==> src/hdl/u8vd_pkg.sv <==
package u8vd_pkg;

  // Replacement character for malformed or truncated input
  localparam logic [20:0] QMARK = 21'h00003F;

  // Bytes that bound the overlong, surrogate and range checks
  localparam logic [7:0] LEAD_MIN2    = 8'hC2;
  localparam logic [7:0] LEAD_E0      = 8'hE0;
  localparam logic [7:0] LEAD_SURR    = 8'hED;
  localparam logic [7:0] LEAD_F0      = 8'hF0;
  localparam logic [7:0] LEAD_MAX     = 8'hF4;
  localparam logic [7:0] CONT_A0      = 8'hA0;
  localparam logic [7:0] CONT_90      = 8'h90;
  localparam logic [7:0] CONT_8F      = 8'h8F;

  // Continuation bytes a byte asks for
  localparam logic [2:0] FC_ASCII = 3'd0;
  localparam logic [2:0] FC_ONE   = 3'd1;
  localparam logic [2:0] FC_BAD   = 3'd4;

  localparam int MAX_RES = 3;

  // One queue entry: the results caused by one input item
  typedef struct packed {
    logic [1:0]                cnt;
    logic [MAX_RES-1:0][20:0]  cp;
  } res_rec_t;

  function automatic logic [2:0] follow_count(input logic [7:0] c);
    logic [2:0] f;
    case (c) inside
      8'b0???????: f = FC_ASCII;
      8'b110?????: f = 3'd1;
      8'b1110????: f = 3'd2;
      8'b11110???: f = 3'd3;
      default:     f = FC_BAD;
    endcase
    return f;
  endfunction

  function automatic logic is_cont(input logic [7:0] c);
    return c[7:6] == 2'b10;
  endfunction

  // Lone byte decoded as a complete run: ASCII gives itself, all else '?'
  function automatic logic [20:0] single(input logic [7:0] c);
    return c[7] ? QMARK : {13'd0, c};
  endfunction

  // Check and assemble a sequence of lead b0 and n continuation bytes
  function automatic logic [20:0] check_seq(input logic [7:0] b0, input logic [7:0] b1,
                                            input logic [7:0] b2, input logic [7:0] b3,
                                            input logic [1:0] n);
    logic [20:0] cp;
    cp = QMARK;
    case (n)
      2'd1: begin
        if (is_cont(b1) && b0 >= LEAD_MIN2)
          cp = {10'd0, b0[4:0], b1[5:0]};
      end
      2'd2: begin
        if (is_cont(b1) && is_cont(b2) &&
            !(b0 == LEAD_E0 && b1 < CONT_A0) &&
            !(b0 == LEAD_SURR && b1 >= CONT_A0))
          cp = {5'd0, b0[3:0], b1[5:0], b2[5:0]};
      end
      default: begin
        if (is_cont(b1) && is_cont(b2) && is_cont(b3) &&
            !(b0 == LEAD_F0 && b1 < CONT_90) &&
            !(b0 > LEAD_MAX || (b0 == LEAD_MAX && b1 > CONT_8F)))
          cp = {b0[2:0], b1[5:0], b2[5:0], b3[5:0]};
      end
    endcase
    return cp;
  endfunction

endpackage

==> src/hdl/u8vd_front.sv <==
module u8vd_front (
  input  logic              clk,
  input  logic              rst,
  input  logic              in_valid,
  output logic              in_ready,
  input  logic [7:0]        in_byte,
  input  logic              in_final,
  input  logic              q_full,
  output logic              q_push,
  output u8vd_pkg::res_rec_t q_rec
);

  logic [7:0] lead, lead_next;
  logic [7:0] held0, held0_next;
  logic [7:0] held1, held1_next;
  logic [1:0] hcnt, hcnt_next;

  logic       accept;
  logic [2:0] need;
  logic [2:0] fc;
  logic [2:0] fx;
  logic       complete;
  logic [7:0] b1, b2;
  u8vd_pkg::res_rec_t rec;

  assign in_ready = !q_full;
  assign accept   = in_valid && !q_full;

  // Classify the byte against the open sequence
  always_comb begin
    need      = u8vd_pkg::follow_count(lead);
    fc        = u8vd_pkg::follow_count(in_byte);
    fx        = u8vd_pkg::follow_count(held0);
    complete  = ({1'b0, hcnt} + 3'd1) >= need;
    b1        = (hcnt == 2'd0) ? in_byte : held0;
    b2        = (hcnt == 2'd1) ? in_byte : held1;
    rec       = '0;
    lead_next  = lead;
    held0_next = held0;
    held1_next = held1;
    hcnt_next  = hcnt;
    if (lead != 8'd0) begin
      if (complete) begin
        rec.cnt   = 2'd1;
        rec.cp[0] = u8vd_pkg::check_seq(lead, b1, b2, in_byte, need[1:0]);
        lead_next = 8'd0;
        hcnt_next = 2'd0;
      end else if (in_final) begin
        // truncated end: lead gives '?', held bytes decode as a fresh run
        rec.cp[0] = u8vd_pkg::QMARK;
        if (hcnt == 2'd0) begin
          rec.cnt   = 2'd2;
          rec.cp[1] = u8vd_pkg::single(in_byte);
        end else if (fx == u8vd_pkg::FC_ONE) begin
          rec.cnt   = 2'd2;
          rec.cp[1] = u8vd_pkg::check_seq(held0, in_byte, 8'd0, 8'd0, 2'd1);
        end else begin
          rec.cnt   = 2'd3;
          rec.cp[1] = u8vd_pkg::single(held0);
          rec.cp[2] = u8vd_pkg::single(in_byte);
        end
        lead_next = 8'd0;
        hcnt_next = 2'd0;
      end else begin
        // sequence still short: keep the byte
        if (hcnt == 2'd0) held0_next = in_byte;
        else              held1_next = in_byte;
        hcnt_next = hcnt + 2'd1;
      end
    end else begin
      if (in_final || fc == u8vd_pkg::FC_ASCII || fc == u8vd_pkg::FC_BAD) begin
        rec.cnt   = 2'd1;
        rec.cp[0] = u8vd_pkg::single(in_byte);
      end else begin
        lead_next = in_byte;
        hcnt_next = 2'd0;
      end
    end
  end

  assign q_push = accept && (rec.cnt != 2'd0);
  assign q_rec  = rec;

  // Sequence state
  always_ff @(posedge clk) begin
    if (rst) begin
      lead <= 8'd0;
      hcnt <= 2'd0;
    end else if (accept) begin
      lead <= lead_next;
      hcnt <= hcnt_next;
    end
  end

  // Held continuation bytes
  always_ff @(posedge clk) begin
    if (accept) begin
      held0 <= held0_next;
      held1 <= held1_next;
    end
  end

endmodule

==> src/hdl/u8vd_fifo.sv <==
module u8vd_fifo #(
  parameter int DEPTH = 2
) (
  input  logic               clk,
  input  logic               rst,
  input  logic               push,
  input  u8vd_pkg::res_rec_t push_data,
  output logic               full,
  input  logic               pop,
  output u8vd_pkg::res_rec_t pop_data,
  output logic               empty
);

  localparam int AW = (DEPTH > 1) ? $clog2(DEPTH) : 1;
  localparam int CW = $clog2(DEPTH + 1);

  u8vd_pkg::res_rec_t mem [DEPTH];
  logic [AW-1:0] wptr, rptr;
  logic [CW-1:0] count;
  logic          do_push, do_pop;

  assign full     = count == CW'(DEPTH);
  assign empty    = count == '0;
  assign do_push  = push && !full;
  assign do_pop   = pop && !empty;
  assign pop_data = mem[rptr];

  // Pointers and fill count
  always_ff @(posedge clk) begin
    if (rst) begin
      wptr  <= '0;
      rptr  <= '0;
      count <= '0;
    end else begin
      if (do_push) wptr <= (wptr == AW'(DEPTH - 1)) ? '0 : wptr + 1'b1;
      if (do_pop)  rptr <= (rptr == AW'(DEPTH - 1)) ? '0 : rptr + 1'b1;
      if (do_push && !do_pop)      count <= count + 1'b1;
      else if (do_pop && !do_push) count <= count - 1'b1;
    end
  end

  // Entry storage
  always_ff @(posedge clk) begin
    if (do_push) mem[wptr] <= push_data;
  end

endmodule

==> src/hdl/u8vd_back.sv <==
module u8vd_back (
  input  logic               clk,
  input  logic               rst,
  input  u8vd_pkg::res_rec_t q_rec,
  input  logic               q_empty,
  output logic               q_pop,
  output logic               out_valid,
  input  logic               out_ready,
  output logic [20:0]        out_cp,
  output logic               out_last
);

  logic [1:0]  idx;
  logic        load;
  logic        last;
  logic [20:0] cp_sel;

  assign load = !q_empty && (!out_valid || out_ready);
  assign last = idx == (q_rec.cnt - 2'd1);

  // Pick the next result of the head entry
  always_comb begin
    case (idx)
      2'd0:    cp_sel = q_rec.cp[0];
      2'd1:    cp_sel = q_rec.cp[1];
      default: cp_sel = q_rec.cp[2];
    endcase
  end

  assign q_pop = load && last;

  // Result index within the head entry
  always_ff @(posedge clk) begin
    if (rst) begin
      idx <= 2'd0;
    end else if (load) begin
      idx <= last ? 2'd0 : idx + 2'd1;
    end
  end

  // Output register
  always_ff @(posedge clk) begin
    if (rst) begin
      out_valid <= 1'b0;
    end else if (load) begin
      out_valid <= 1'b1;
    end else if (out_ready) begin
      out_valid <= 1'b0;
    end
  end

  always_ff @(posedge clk) begin
    if (load) begin
      out_cp   <= cp_sel;
      out_last <= last;
    end
  end

endmodule

==> src/hdl/utf8_validating_decoder.sv <==
// UTF-8 decoder with validation.
// Input stream: s_tdata[7:0] is one raw byte of the string, s_tlast marks its
// last byte. Output stream: m_tdata[20:0] is a code point (0x3F for malformed
// or truncated input), m_tlast is high on the last result of an input item.
// A byte that leaves a sequence open gives no result; a truncated final
// sequence gives up to three results.
// With the queue empty, the first result of an item reaches m_tvalid through
// the queue write and then the output register.
// Throughput: one byte per cycle while each byte gives at most one result
// and m_tready stays high. The output register sends one result per cycle
// while m_tready is high, so a byte with several results holds the back end
// until all are sent; the QUEUE_DEPTH entry queue lets input keep flowing
// meanwhile.
// When m_tready is low the output register holds its item; the queue fills
// and s_tready drops once QUEUE_DEPTH entries wait.
// Reset (rst, synchronous) closes any open sequence and empties the queue
// and the output register.
module utf8_validating_decoder #(
  parameter int QUEUE_DEPTH = 2
) (
  input  logic        clk,
  input  logic        rst,
  input  logic        s_tvalid,
  output logic        s_tready,
  input  logic [7:0]  s_tdata,   // [7:0] text_byte
  input  logic        s_tlast,   // final_byte
  output logic        m_tvalid,
  input  logic        m_tready,
  output logic [23:0] m_tdata,   // [20:0] code_point, [23:21] zero
  output logic        m_tlast    // run_end
);

  u8vd_pkg::res_rec_t push_rec, head_rec;
  logic               push, pop, full, empty;
  logic [20:0]        cp;

  u8vd_front u_front (
    .clk      (clk),
    .rst      (rst),
    .in_valid (s_tvalid),
    .in_ready (s_tready),
    .in_byte  (s_tdata),
    .in_final (s_tlast),
    .q_full   (full),
    .q_push   (push),
    .q_rec    (push_rec)
  );

  u8vd_fifo #(
    .DEPTH (QUEUE_DEPTH)
  ) u_fifo (
    .clk       (clk),
    .rst       (rst),
    .push      (push),
    .push_data (push_rec),
    .full      (full),
    .pop       (pop),
    .pop_data  (head_rec),
    .empty     (empty)
  );

  u8vd_back u_back (
    .clk       (clk),
    .rst       (rst),
    .q_rec     (head_rec),
    .q_empty   (empty),
    .q_pop     (pop),
    .out_valid (m_tvalid),
    .out_ready (m_tready),
    .out_cp    (cp),
    .out_last  (m_tlast)
  );

  assign m_tdata = {3'd0, cp};

endmodule

==> config.mk <==
export PLATFORM = sky130hd
export DESIGN_NAME = utf8_validating_decoder
export DESIGN_NICKNAME = d
export VERILOG_FILES = /design/src/hdl/u8vd_pkg.sv /design/src/hdl/u8vd_front.sv /design/src/hdl/u8vd_fifo.sv /design/src/hdl/u8vd_back.sv /design/src/hdl/utf8_validating_decoder.sv
export SDC_FILE = /design/constraint.sdc
export NUM_CORES = 1
export LEC_CHECK = 0
export ABC_AREA = 1
export BUFFER_PORTS_ARGS = -buffer_cell sky130_fd_sc_hd__buf_2
export CAP_MARGIN = 20
export CORE_ASPECT_RATIO = 0.75
export CORE_MARGIN = 2
export CORE_UTILIZATION = 25
export CTS_CLUSTER_DIAMETER = 150
export CTS_CLUSTER_SIZE = 25
export DETAILED_ROUTE_END_ITERATION = 8
export MAX_ROUTING_LAYER = met4
export PLACE_DENSITY = 0.46
export RECOVER_POWER = 50
export REMOVE_ABC_BUFFERS = 1
export SKIP_LAST_GASP = 1
export SLEW_MARGIN = 10
export SYNTH_ARGS = -nofsm -noshare
export SYNTH_HDL_FRONTEND = slang
export SYNTH_SLANG_ARGS = --single-unit
==> constraint.sdc <==
create_clock -name clk -period 4.5 [get_ports clk]
set_clock_uncertainty 0.1 [all_clocks]
set_input_delay 0.9 -clock clk [delete_from_list [all_inputs] [get_ports clk]]
set_output_delay 0.9 -clock clk [all_outputs]
set_load 0.02 [all_outputs]
* Word level (Yosys, flattened, before mapping) *
Memory sizes are Yosys's and may differ from the RTL's. A register that Yosys moved wholly into a read port is not among the register bits.
Cells that the tools add are included.
Widths: inputs -> output; s select.

cells by class
  magnitude comparators = 8
  bitwise gates (word level) = 3
  reductions and logical operators = 45
  eq/ne operators = 26
  shifts and indexed selects = 0
  $add $sub $neg = 8
  multiply operators = 0
  div/mod/pow operators = 0
  mux-type cells = 56

operators by type and width
  cell                 number
  $mux 21              8
  $mux 42              2
  $pmux 21 s2          2
  $mux 65              1
  $mux 8               6
  $mux 3               12
  $eq 8x8->1 const B   4
  $ge 8x8->1 const B   3
  $mux 11              2
  $logic_and 1x1->1    20
  $mux 2               9
  $gt 8x8->1 const B   2
  $lt 8x8->1 const B   2
  $mux 16              1
  $eq 5x5->1 const B   3
  $mux 7               2
  $eq 3x3->1 const B   4
  $eq 4x4->1 const B   3
  $mux 1               11
  $eq 2x2->1 const B   5
  $logic_not 1->1      9
  $reduce_bool 8->1    1
  $add 2x1->2 const B  3
  $eq 2x1->1 const B   3
  17 further kinds     28

word-level totals
  latch bits = 0
  register bits after elaboration = 55
  memory bits (writable) = 130
  word-level logic and storage cells = 158
  ROM bits = 0
  memories kept = 1

memories
  name        depth  width  read ports  clocked after memory_dff  wr ports  RTL line         text
  u_fifo.mem  2      65     1           1                         1         u8vd_fifo.sv:17  u8vd_pkg::res_rec_t mem [DEPTH];

* Depth between registers and ports, before layout *
Gate-level depths: netlist of run 1.

  depth after elaboration = 18
  mapped depth = 18
  mapped depth without buffers = 18

* By module *
Synthesis of run 1 repeated with hierarchy kept, for this count alone.

second synthesis, totals
  cell total of the unflattened synthesis = 784
  area total of the unflattened synthesis = 9128.8 sq um

by module, submodules not included
  module                   times used  sequential area each (sq um)  area each (sq um)  cells each
  u8vd_fifo                1           4003.8                        5142.4             239
  u8vd_front               1           680.7                         2738.9             415
  u8vd_back                1           720.7                         1221.2             126
  utf8_validating_decoder  1           0.0                           26.3               4

* Worst setup path after synthesis of run 1 *
OpenSTA, ideal clock, no wires.

  path type = register -> register
  from = reg u_front.lead[3]
  to = mem u_fifo.mem[0][0] in the netlist's numbering, enable pin
  path buffers = 0
  path slack = 0.478 ns
  arrival time = 3.483 ns
  period minus slack after synthesis = 4.022 ns
  cell stages (with the launch flop) = 12
  library setup time = 0.439 ns
  cell sequence = dfxtp_1 -> inv_1 -> a21oi_1 -> nand2_1 -> ha_1 -> a21oi_1 -> nand3_1 -> nor2_1 -> nand2_1 -> nand3_1 -> nand2_1 -> nor2_1

on the way
  cells in the longest elaborated chain, start to end = 13
  elaborated cells on any way between the ends = 14
  those cells by class = order compare (1); eq/ne (1); mux (8); reduce/logical (4)

ends and longest elaborated chain
  what                            RTL line          text
  start, declared                 u8vd_front.sv:13  logic [7:0] lead, lead_next;
  start signal, assigned          u8vd_front.sv:90  lead <= lead_next;
  $eq 5x5->1                      u8vd_front.sv:31  need = u8vd_pkg::follow_count(lead);
  $mux 3 (4 in series)            u8vd_pkg.sv:31    case (c) inside
  $ge 3x3->1                      u8vd_front.sv:34  complete = ({1'b0, hcnt} + 3'd1) >= need;
  $mux 2                          u8vd_front.sv:43  if (complete) begin
  $mux 2 *                        u8vd_front.sv:42  if (lead != 8'd0) begin
  $reduce_bool 2->1 *             u8vd_front.sv:81  assign q_push = accept && (rec.cnt != 2'd0);
  $logic_and 1x1->1 *             u8vd_front.sv:81
  $logic_and 1x1->1 *             u8vd_fifo.sv:24   assign do_push = push && !full;
  $mux 1 *                        u8vd_fifo.sv:44   if (do_push) mem[wptr] <= push_data;
  $mux 1 (not written as such) *  u8vd_fifo.sv:44
  end, declared                   u8vd_fifo.sv:17

Mark *: on every way between the ends. The rest lies on a longest branch, timed or not.

* Worst setup path after layout of run 1 *
  from = reg u_front.lead[3]
  to = reg u_front.held1[6], enable pin

on the way
  cells in the longest elaborated chain, start to end = 8
  elaborated cells on any way between the ends = 9
  those cells by class = order compare (1); eq/ne (1); mux (4); bitwise (1); reduce/logical (2)

ends and longest elaborated chain
  what                                 RTL line          text
  $eq 5x5->1                           u8vd_front.sv:31
  $mux 3 (4 in series)                 u8vd_pkg.sv:31
  $ge 3x3->1                           u8vd_front.sv:34
  $not 1->1 (no source line)           n/a
  $reduce_and 5->1 (no source line) *  n/a
  end signal, assigned                 u8vd_front.sv:99  held1 <= held1_next;
  end, declared                        u8vd_front.sv:15  logic [7:0] held1, held1_next;

Marked as above.
A chain may end at the register's enable or synchronous reset.

==> metrics, run 1 <==
status=complete, but fails checks; failing checks=capacitance limit, slew limit; CP required=4450 ps; post-synthesis xor/xnor area fraction=0.393%; initial core utilization=25.6%; FF+latch count, synth=138; row count=51; Iter 0 DRT Violations=515; first-pass GRT wire length=27400 um; Seq/Total Area, Yosys=59.2%; IO Count=40; synth warn=0; CP top delay family=simple AND/OR/NAND/NOR gates; CTS H-Tree Depth=4; final instance area=7690 um^2; Clk Tree Root Cell=clkbuf_16; worst hold path type=flop to flop; pins over their slew limit=26; clk slew on worst S/H paths=60 ps; Critical Path AT=3630 ps; mux share of post-synthesis cell area=0%; via count=4919; Max-slew headroom=-14.8%; aggregate negative setup slack=0 ps; WP buf/inv=4; Placement Cell Area=7220 um^2; Peak VDD IR=372 uV; Avg WL per Cell=16.2 um; final-report hold violation count=0; post-DR vias/cell=4.49; pwr/cell area=760 nW/um^2; core footprint=26100 um^2; Chip Width=193 um; post-synthesis cell count=705; RSZ-0062 raised after global routing=false; Leak Pwr=2.83 nW; gr usage total=13.5%; Die ar.=28100 um^2; Residual DRC=0; crit share post-route=81.7%; Syn Area/Cell=9.49 um^2; area of the multi-input gates=2290 um^2; Critical-path top delay cell=nor2_1; Max-Cap Viols=1; register area=3960 um^2; n_diodes=0; Clock Sinks=138; worst setup path category=flop to flop; Fillers=2799; Post-Synth Adder-Cell Area=2.06%; crit-path max FO=10; Tmin final=3680 ps; postcts setup bufs=0; HPWL Detailed=12400 um; largest net degree at the start of global routing=43; Post-Syn Area=6690 um^2; Crit path top cell by count=inv_1; top achievable clock speed=0.272 GHz; layout cell share with drive strength beyond 1=8.26%; crit path cell chain=inv_1, a21oi_1, nand2_1, ha_1, a21oi_1, nand3_1, nor3_1, inv_1, nor2_1, clkbuf_1, inv_1, nor2_1; Post-CTS Hold Buffers=0; Antenna Nets Post-Route=0; reg-to-reg slack, setup=820 ps; final wirelength=17800 um; worst skew pair latency=420 ps; initial antenna violation count=0; commonest non-fill, non-tap cell in the layout=nor2_1; nets@finish=762; TritonCTS clock tree=yes; Setup crit end kind=flop; GR Overflow Total=0; most frequent cells in the layout=125 x nor2_1, 120 x edfxtp_1, 117 x nand2_1; Num CTS Buffers=17; synth unique cells=35; Startpoint Class=flop; gpl congestion=0.907; Clock Tree Buf Depth=2; vias in the first global route=4596; CTS resizes=0; slowest cell delay on critical path=560 ps; DRT Pass-1 Iters=5; Compound-Gate Fraction of Synth Area=9.54%; combinational family with the most area after synthesis=simple AND/OR/NAND/NOR gates; Worst-Margin Slew=1720 ps; Port Buf Inserts=36; height of the die=146 um; Final setup viols=0; P&R area growth vs syn=15.0%; Synth Area in Simple Gates=22.6%
==> synthesized netlist by cell type (all sizes together) <==
| master | count | area share (%) |
|---|---|---|
| buf | 12 | 1.2 |
| nor4 | 3 | 0.28 |
| nor2 | 130 | 7.9 |
| dfxtp | 18 | 5.4 |
| nand4 | 7 | 0.65 |
| and2 | 1 | 0.094 |
| a21oi | 30 | 2.5 |
| a211oi | 1 | 0.11 |
| edfxtp | 120 | 54 |
| a22oi | 1 | 0.11 |
| inv | 70 | 3.9 |
| nand3 | 57 | 4.6 |
| o22ai | 4 | 0.37 |
| nor3 | 11 | 1.0 |
| ha | 11 | 2.1 |
| nand2 | 127 | 8.0 |
| o21ai | 72 | 5.4 |
| conb | 1 | 0.056 |
| o221ai | 7 | 0.92 |
| o211ai | 1 | 0.11 |
| clkbuf | 18 | 1.0 |
| xor2 | 3 | 0.39 |
==> where the power goes <==
part / switching (mW) / total (mW) / internal [mW]
registers: 0.131 / 2.22 / 2.09
clock network: 0.561 / 1.38 / 0.815
logic: 1.70 / 2.25 / 0.553
total: 2.39 / 5.85 / 3.46
==> area by class of cell <==
cell class | instances | area share, %
repair buffers | 42 | 2.31
multi-input cells | 469 | 29.7
inverters | 70 | 3.41
clock buffers | 17 | 5.53
well taps | 344 | 5.59
clock inverters | 15 | 1.93
flip-flops and latches | 138 | 51.5
==> flip-flops by register name, indices dropped and copies added (netlist names), 2 cells and up, named ones only <==
register / cells
u_front.hcnt: 2
u_back.out_cp: 21
u_front.held0: 8
u_front.held1: 8
u_fifo.count: 2
u_back.idx: 2
u_front.lead: 8
u_fifo.mem: 82
==> logic make-up (layout without fill, tap and decap cells) <==
group                    count (synthesis)  in the layout
adder cells (fa/ha/maj)                 11             11
AO/OA/AOI/OAI                          116            116
flip-flops                             138            138
AND/OR/NAND/NOR                        336            336
other                                    1              3
XOR/XNOR                                 3              3
buffers and inverters                  100            144
==> layer usage <==
metal | global-route usage, % | share of wire [%]
met1 | 20.5 | 54
met2 | 17.3 | 39
met3 | 3.64 | 6.0
met4 | 3.83 | 0.57
met5 | - | 0
==> worst register-to-register path: stages (launching register included) <==
cell      delay, ps
dfxtp_1         450
inv_1           120
a21oi_1         280
nand2_1         100
ha_1            320
a21oi_1         130
nand3_1         190
nor3_1          300
inv_1            60
nor2_1           90
clkbuf_1        460
inv_1           140
nor2_1          560
==> final timing paths <==
kind                   start               end  cells past startpoint
max          u_front.lead[3]  u_front.held1[6]                     12
min reg2reg  u_front.hcnt[1]   u_front.hcnt[1]                      2
max reg2reg  u_front.lead[3]  u_front.held1[6]                     12
min          u_front.hcnt[1]   u_front.hcnt[1]                      2
==> per-stage QoR <==
step / setup slack (ps) / std cells / utilization (%) / total power [mW] / hold slack [ps]
global route: 452 / 1095 / 29.5 / 6.30 / 401
floorplan: 476 / 677 / - / 3.77 / 354
CTS: 1130 / 1095 / 29.9 / 5.99 / 390
detailed placement: 1140 / 1063 / 27.7 / 4.60 / 382
finish: 821 / 1095 / 29.5 / 5.85 / 390
global placement: 1230 / 1063 / 27.7 / 4.59 / 388
Power figures use the tool's default switching activity.
==> run 2, diff against run 1 <==
--- a/config.mk
+++ b/config.mk
@@ -15,7 +15,7 @@
 export CTS_CLUSTER_SIZE = 25
 export DETAILED_ROUTE_END_ITERATION = 8
 export MAX_ROUTING_LAYER = met4
-export PLACE_DENSITY = 0.46
+export PLACE_DENSITY = 0.47
 export RECOVER_POWER = 50
 export REMOVE_ABC_BUFFERS = 1
 export SKIP_LAST_GASP = 1
==> constraint.sdc (replaced) <==
create_clock -name clk -period 3 [get_ports clk]
set_clock_uncertainty 0.1 [all_clocks]
set_input_delay 0.6 -clock clk [delete_from_list [all_inputs] [get_ports clk]]
set_output_delay 0.6 -clock clk [all_outputs]
set_load 0.02 [all_outputs]
==> metrics, run 2 (synthesis results as in run 1) <==
crit path cell chain=inv_1, ha_1, inv_1, nand2_1, nand2_1, inv_1, nand2_1, nand3_1, nand2_1, nor2_1, nor2_1, nor2_1, nand2_1, nand2_1; first-pass GRT wire length=28200 um (+2.9%); Avg WL per Cell=16.3 um (about the same); Gate power share=39.6% (+1.1 points); row count=51 (unchanged); failing checks=capacitance limit, slew limit; HPWL Detailed=12800 um (+3.0%); Residual DRC=0 (unchanged); Startpoint Class=flop; Iter 0 DRT Violations=335 (-35%); TritonCTS clock tree=yes; Top reg by flops=u_fifo.mem; Critical-path top delay cell=dfxtp_1; clk slew on worst S/H paths=60 ps (about the same); Placement Cell Area=7430 um^2 (+2.9%); GR Overflow Total=0 (unchanged); Reg-to-Reg Start=u_front.hcnt[0]; vias in the first global route=4798 (+4.4%); CP required=3070 ps (-1380 ps); Max-slew headroom=-14.3% (+0.57 points); Psw=3.80 mW (+59%); Tmin final=2790 ps (-889 ps); status=complete, but fails checks; Clk Tree Root Cell=clkbuf_16; Final setup viols=0 (unchanged); top achievable clock speed=0.359 GHz (+32%); setup ws final=211 ps (-611 ps); gr usage total=14.0% (+0.44 points); Flop pwr share=35.2% (-2.8 points); Sw Ratio=40.3% (-0.60 points); crit share post-route=93.0% (+11 points); CTS H-Tree Depth=4 (unchanged); initial core utilization=25.6% (unchanged); Post-CTS Hold Buffers=0 (unchanged); worst hold path type=input port to flop; Leak Pwr=3.00 nW (+6.1%); Die ar.=28100 um^2 (unchanged); pwr/cell area=1180 nW/um^2 (+55%); Clock Sinks=138 (unchanged); final wirelength=18200 um (+2.1%); placed cells=1086 (+2.2%); final instance area=8020 um^2 (+4.2%); Antenna Nets Post-Route=0 (unchanged); RSZ-0062 raised after global routing=false; Crit path top cell by count=nand2_1; Num CTS Buffers=17 (unchanged); DRT Pass-1 Iters=5 (unchanged); commonest non-fill, non-tap cell in the layout=nor2_1; Port Buf Inserts=36 (unchanged); Clock Tree Buf Depth=2 (unchanged); Worst-Margin Slew=1710 ps (-8.48 ps); Peak VDD IR=611 uV (+64%); Final Instance Count excl. Fillers=1118 (+2.1%); core footprint=26100 um^2 (unchanged); Setup crit end kind=flop; Int Power=5.64 mW (+63%); via count=5021 (+2.1%); n_diodes=0 (unchanged); Setup crit start=u_front.hcnt[0]; hold path startpoint=m_tready; initial antenna violation count=0 (unchanged); post-DR vias/cell=4.49 (about the same); P&R area growth vs syn=19.8%; height of the die=146 um (unchanged); pre-CTS WS=7.70 ps (-1140 ps); most frequent cells in the layout=125 x nor2_1, 120 x edfxtp_1, 117 x nand2_1; largest net degree at the start of global routing=42 (-2.3%); part of the power in the clock network=25.2% (+1.7 points); Critical Path AT=2860 ps (-770 ps); pins over their slew limit=26 (unchanged); crit-path max FO=10 (unchanged); IO Count=40 (unchanged); slowest cell delay on critical path=380 ps (-180 ps); Regs by FF count=u_fifo.mem: 82 flops, u_back.out_cp: 21 flops; layout cell share with drive strength beyond 1=11.8% (+3.5 points); Final Util=30.7% (+1.2 points); postcts setup bufs=0 (unchanged); gpl congestion=0.882 (-2.7%); Chip Width=193 um (unchanged); nets@finish=785 (+3.0%); worst setup path category=flop to flop; Max-Cap Viols=1 (unchanged); final-report hold violation count=0 (unchanged); Largest register FFs=82 (unchanged); worst skew pair latency=430 ps (about the same)
## run 2: changes by cell type in the layout (fill, tap and decap cells not counted), sizes merged
cell	before	now
buf	8	27
bufinv	2	5
clkbuf	51	55
clkinv	7	4
clkinvlp	3	1
inv	73	75
## run 2: per-stage QoR
step,setup TNS [ps],total power [mW],hold slack [ps]
final,0,9.44,366
after global routing,0,10.1,379
after CTS,0,9.62,301
after detailed placement,0,7.20,377
after global placement,0,7.20,377
after floorplan,-46810,5.66,354
## run 2: per-layer routing
metal / track usage (%) / vias to the layer above / share of wire, %
met5: - / - / 0
met4: 3.64 / 0 / 1.0
met3: 4.36 / 13 / 6.8
met2: 17.1 / 120 / 38
met1: 21.5 / 2372 / 54
li1: - / 2516 / -
## run 2: power groups by stage
stage                     sequential [mW]  clock, mW  combinational (mW)
after floorplan                      3.60          0                2.06
after global placement               3.36          0                3.84
after detailed placement             3.36          0                3.84
after CTS                            3.32       2.43                3.86
after global routing                 3.40       2.51                4.19
final                                3.33       2.38                3.74
## run 2: final cells by class
class,count,area [um^2]
Multi-Input combinational cell,469,2320
Inverter,70,263
Fill cell,2725,18100
Sequential cell,138,3970
Tap cell,344,430
Timing Repair Buffer,65,372
Clock buffer,17,425
Clock inverter,15,236
## run 2: worst max-delay path, delay by kind of cell (launching register included)
family        cells  cell delay, ps
buf+inv           3             620
fa+ha+maj         1             280
flops             1             380
simple gates     10            1140
## run 2: final timing paths
path	slack, ps	end	depth (start not counted)
worst min-delay path	370	u_back.out_valid	4
worst max register to register	210	u_fifo.mem[1][6]	14
worst max-delay path	210	u_fifo.mem[1][6]	14
worst min register to register	380	u_back.idx[0]	2
## run 2: timing repair
item / in CTS / in global routing
endpoints found under the setup margin: 1 / 51
gates resized for setup: 1 / 10
pin swaps: 0 / 1
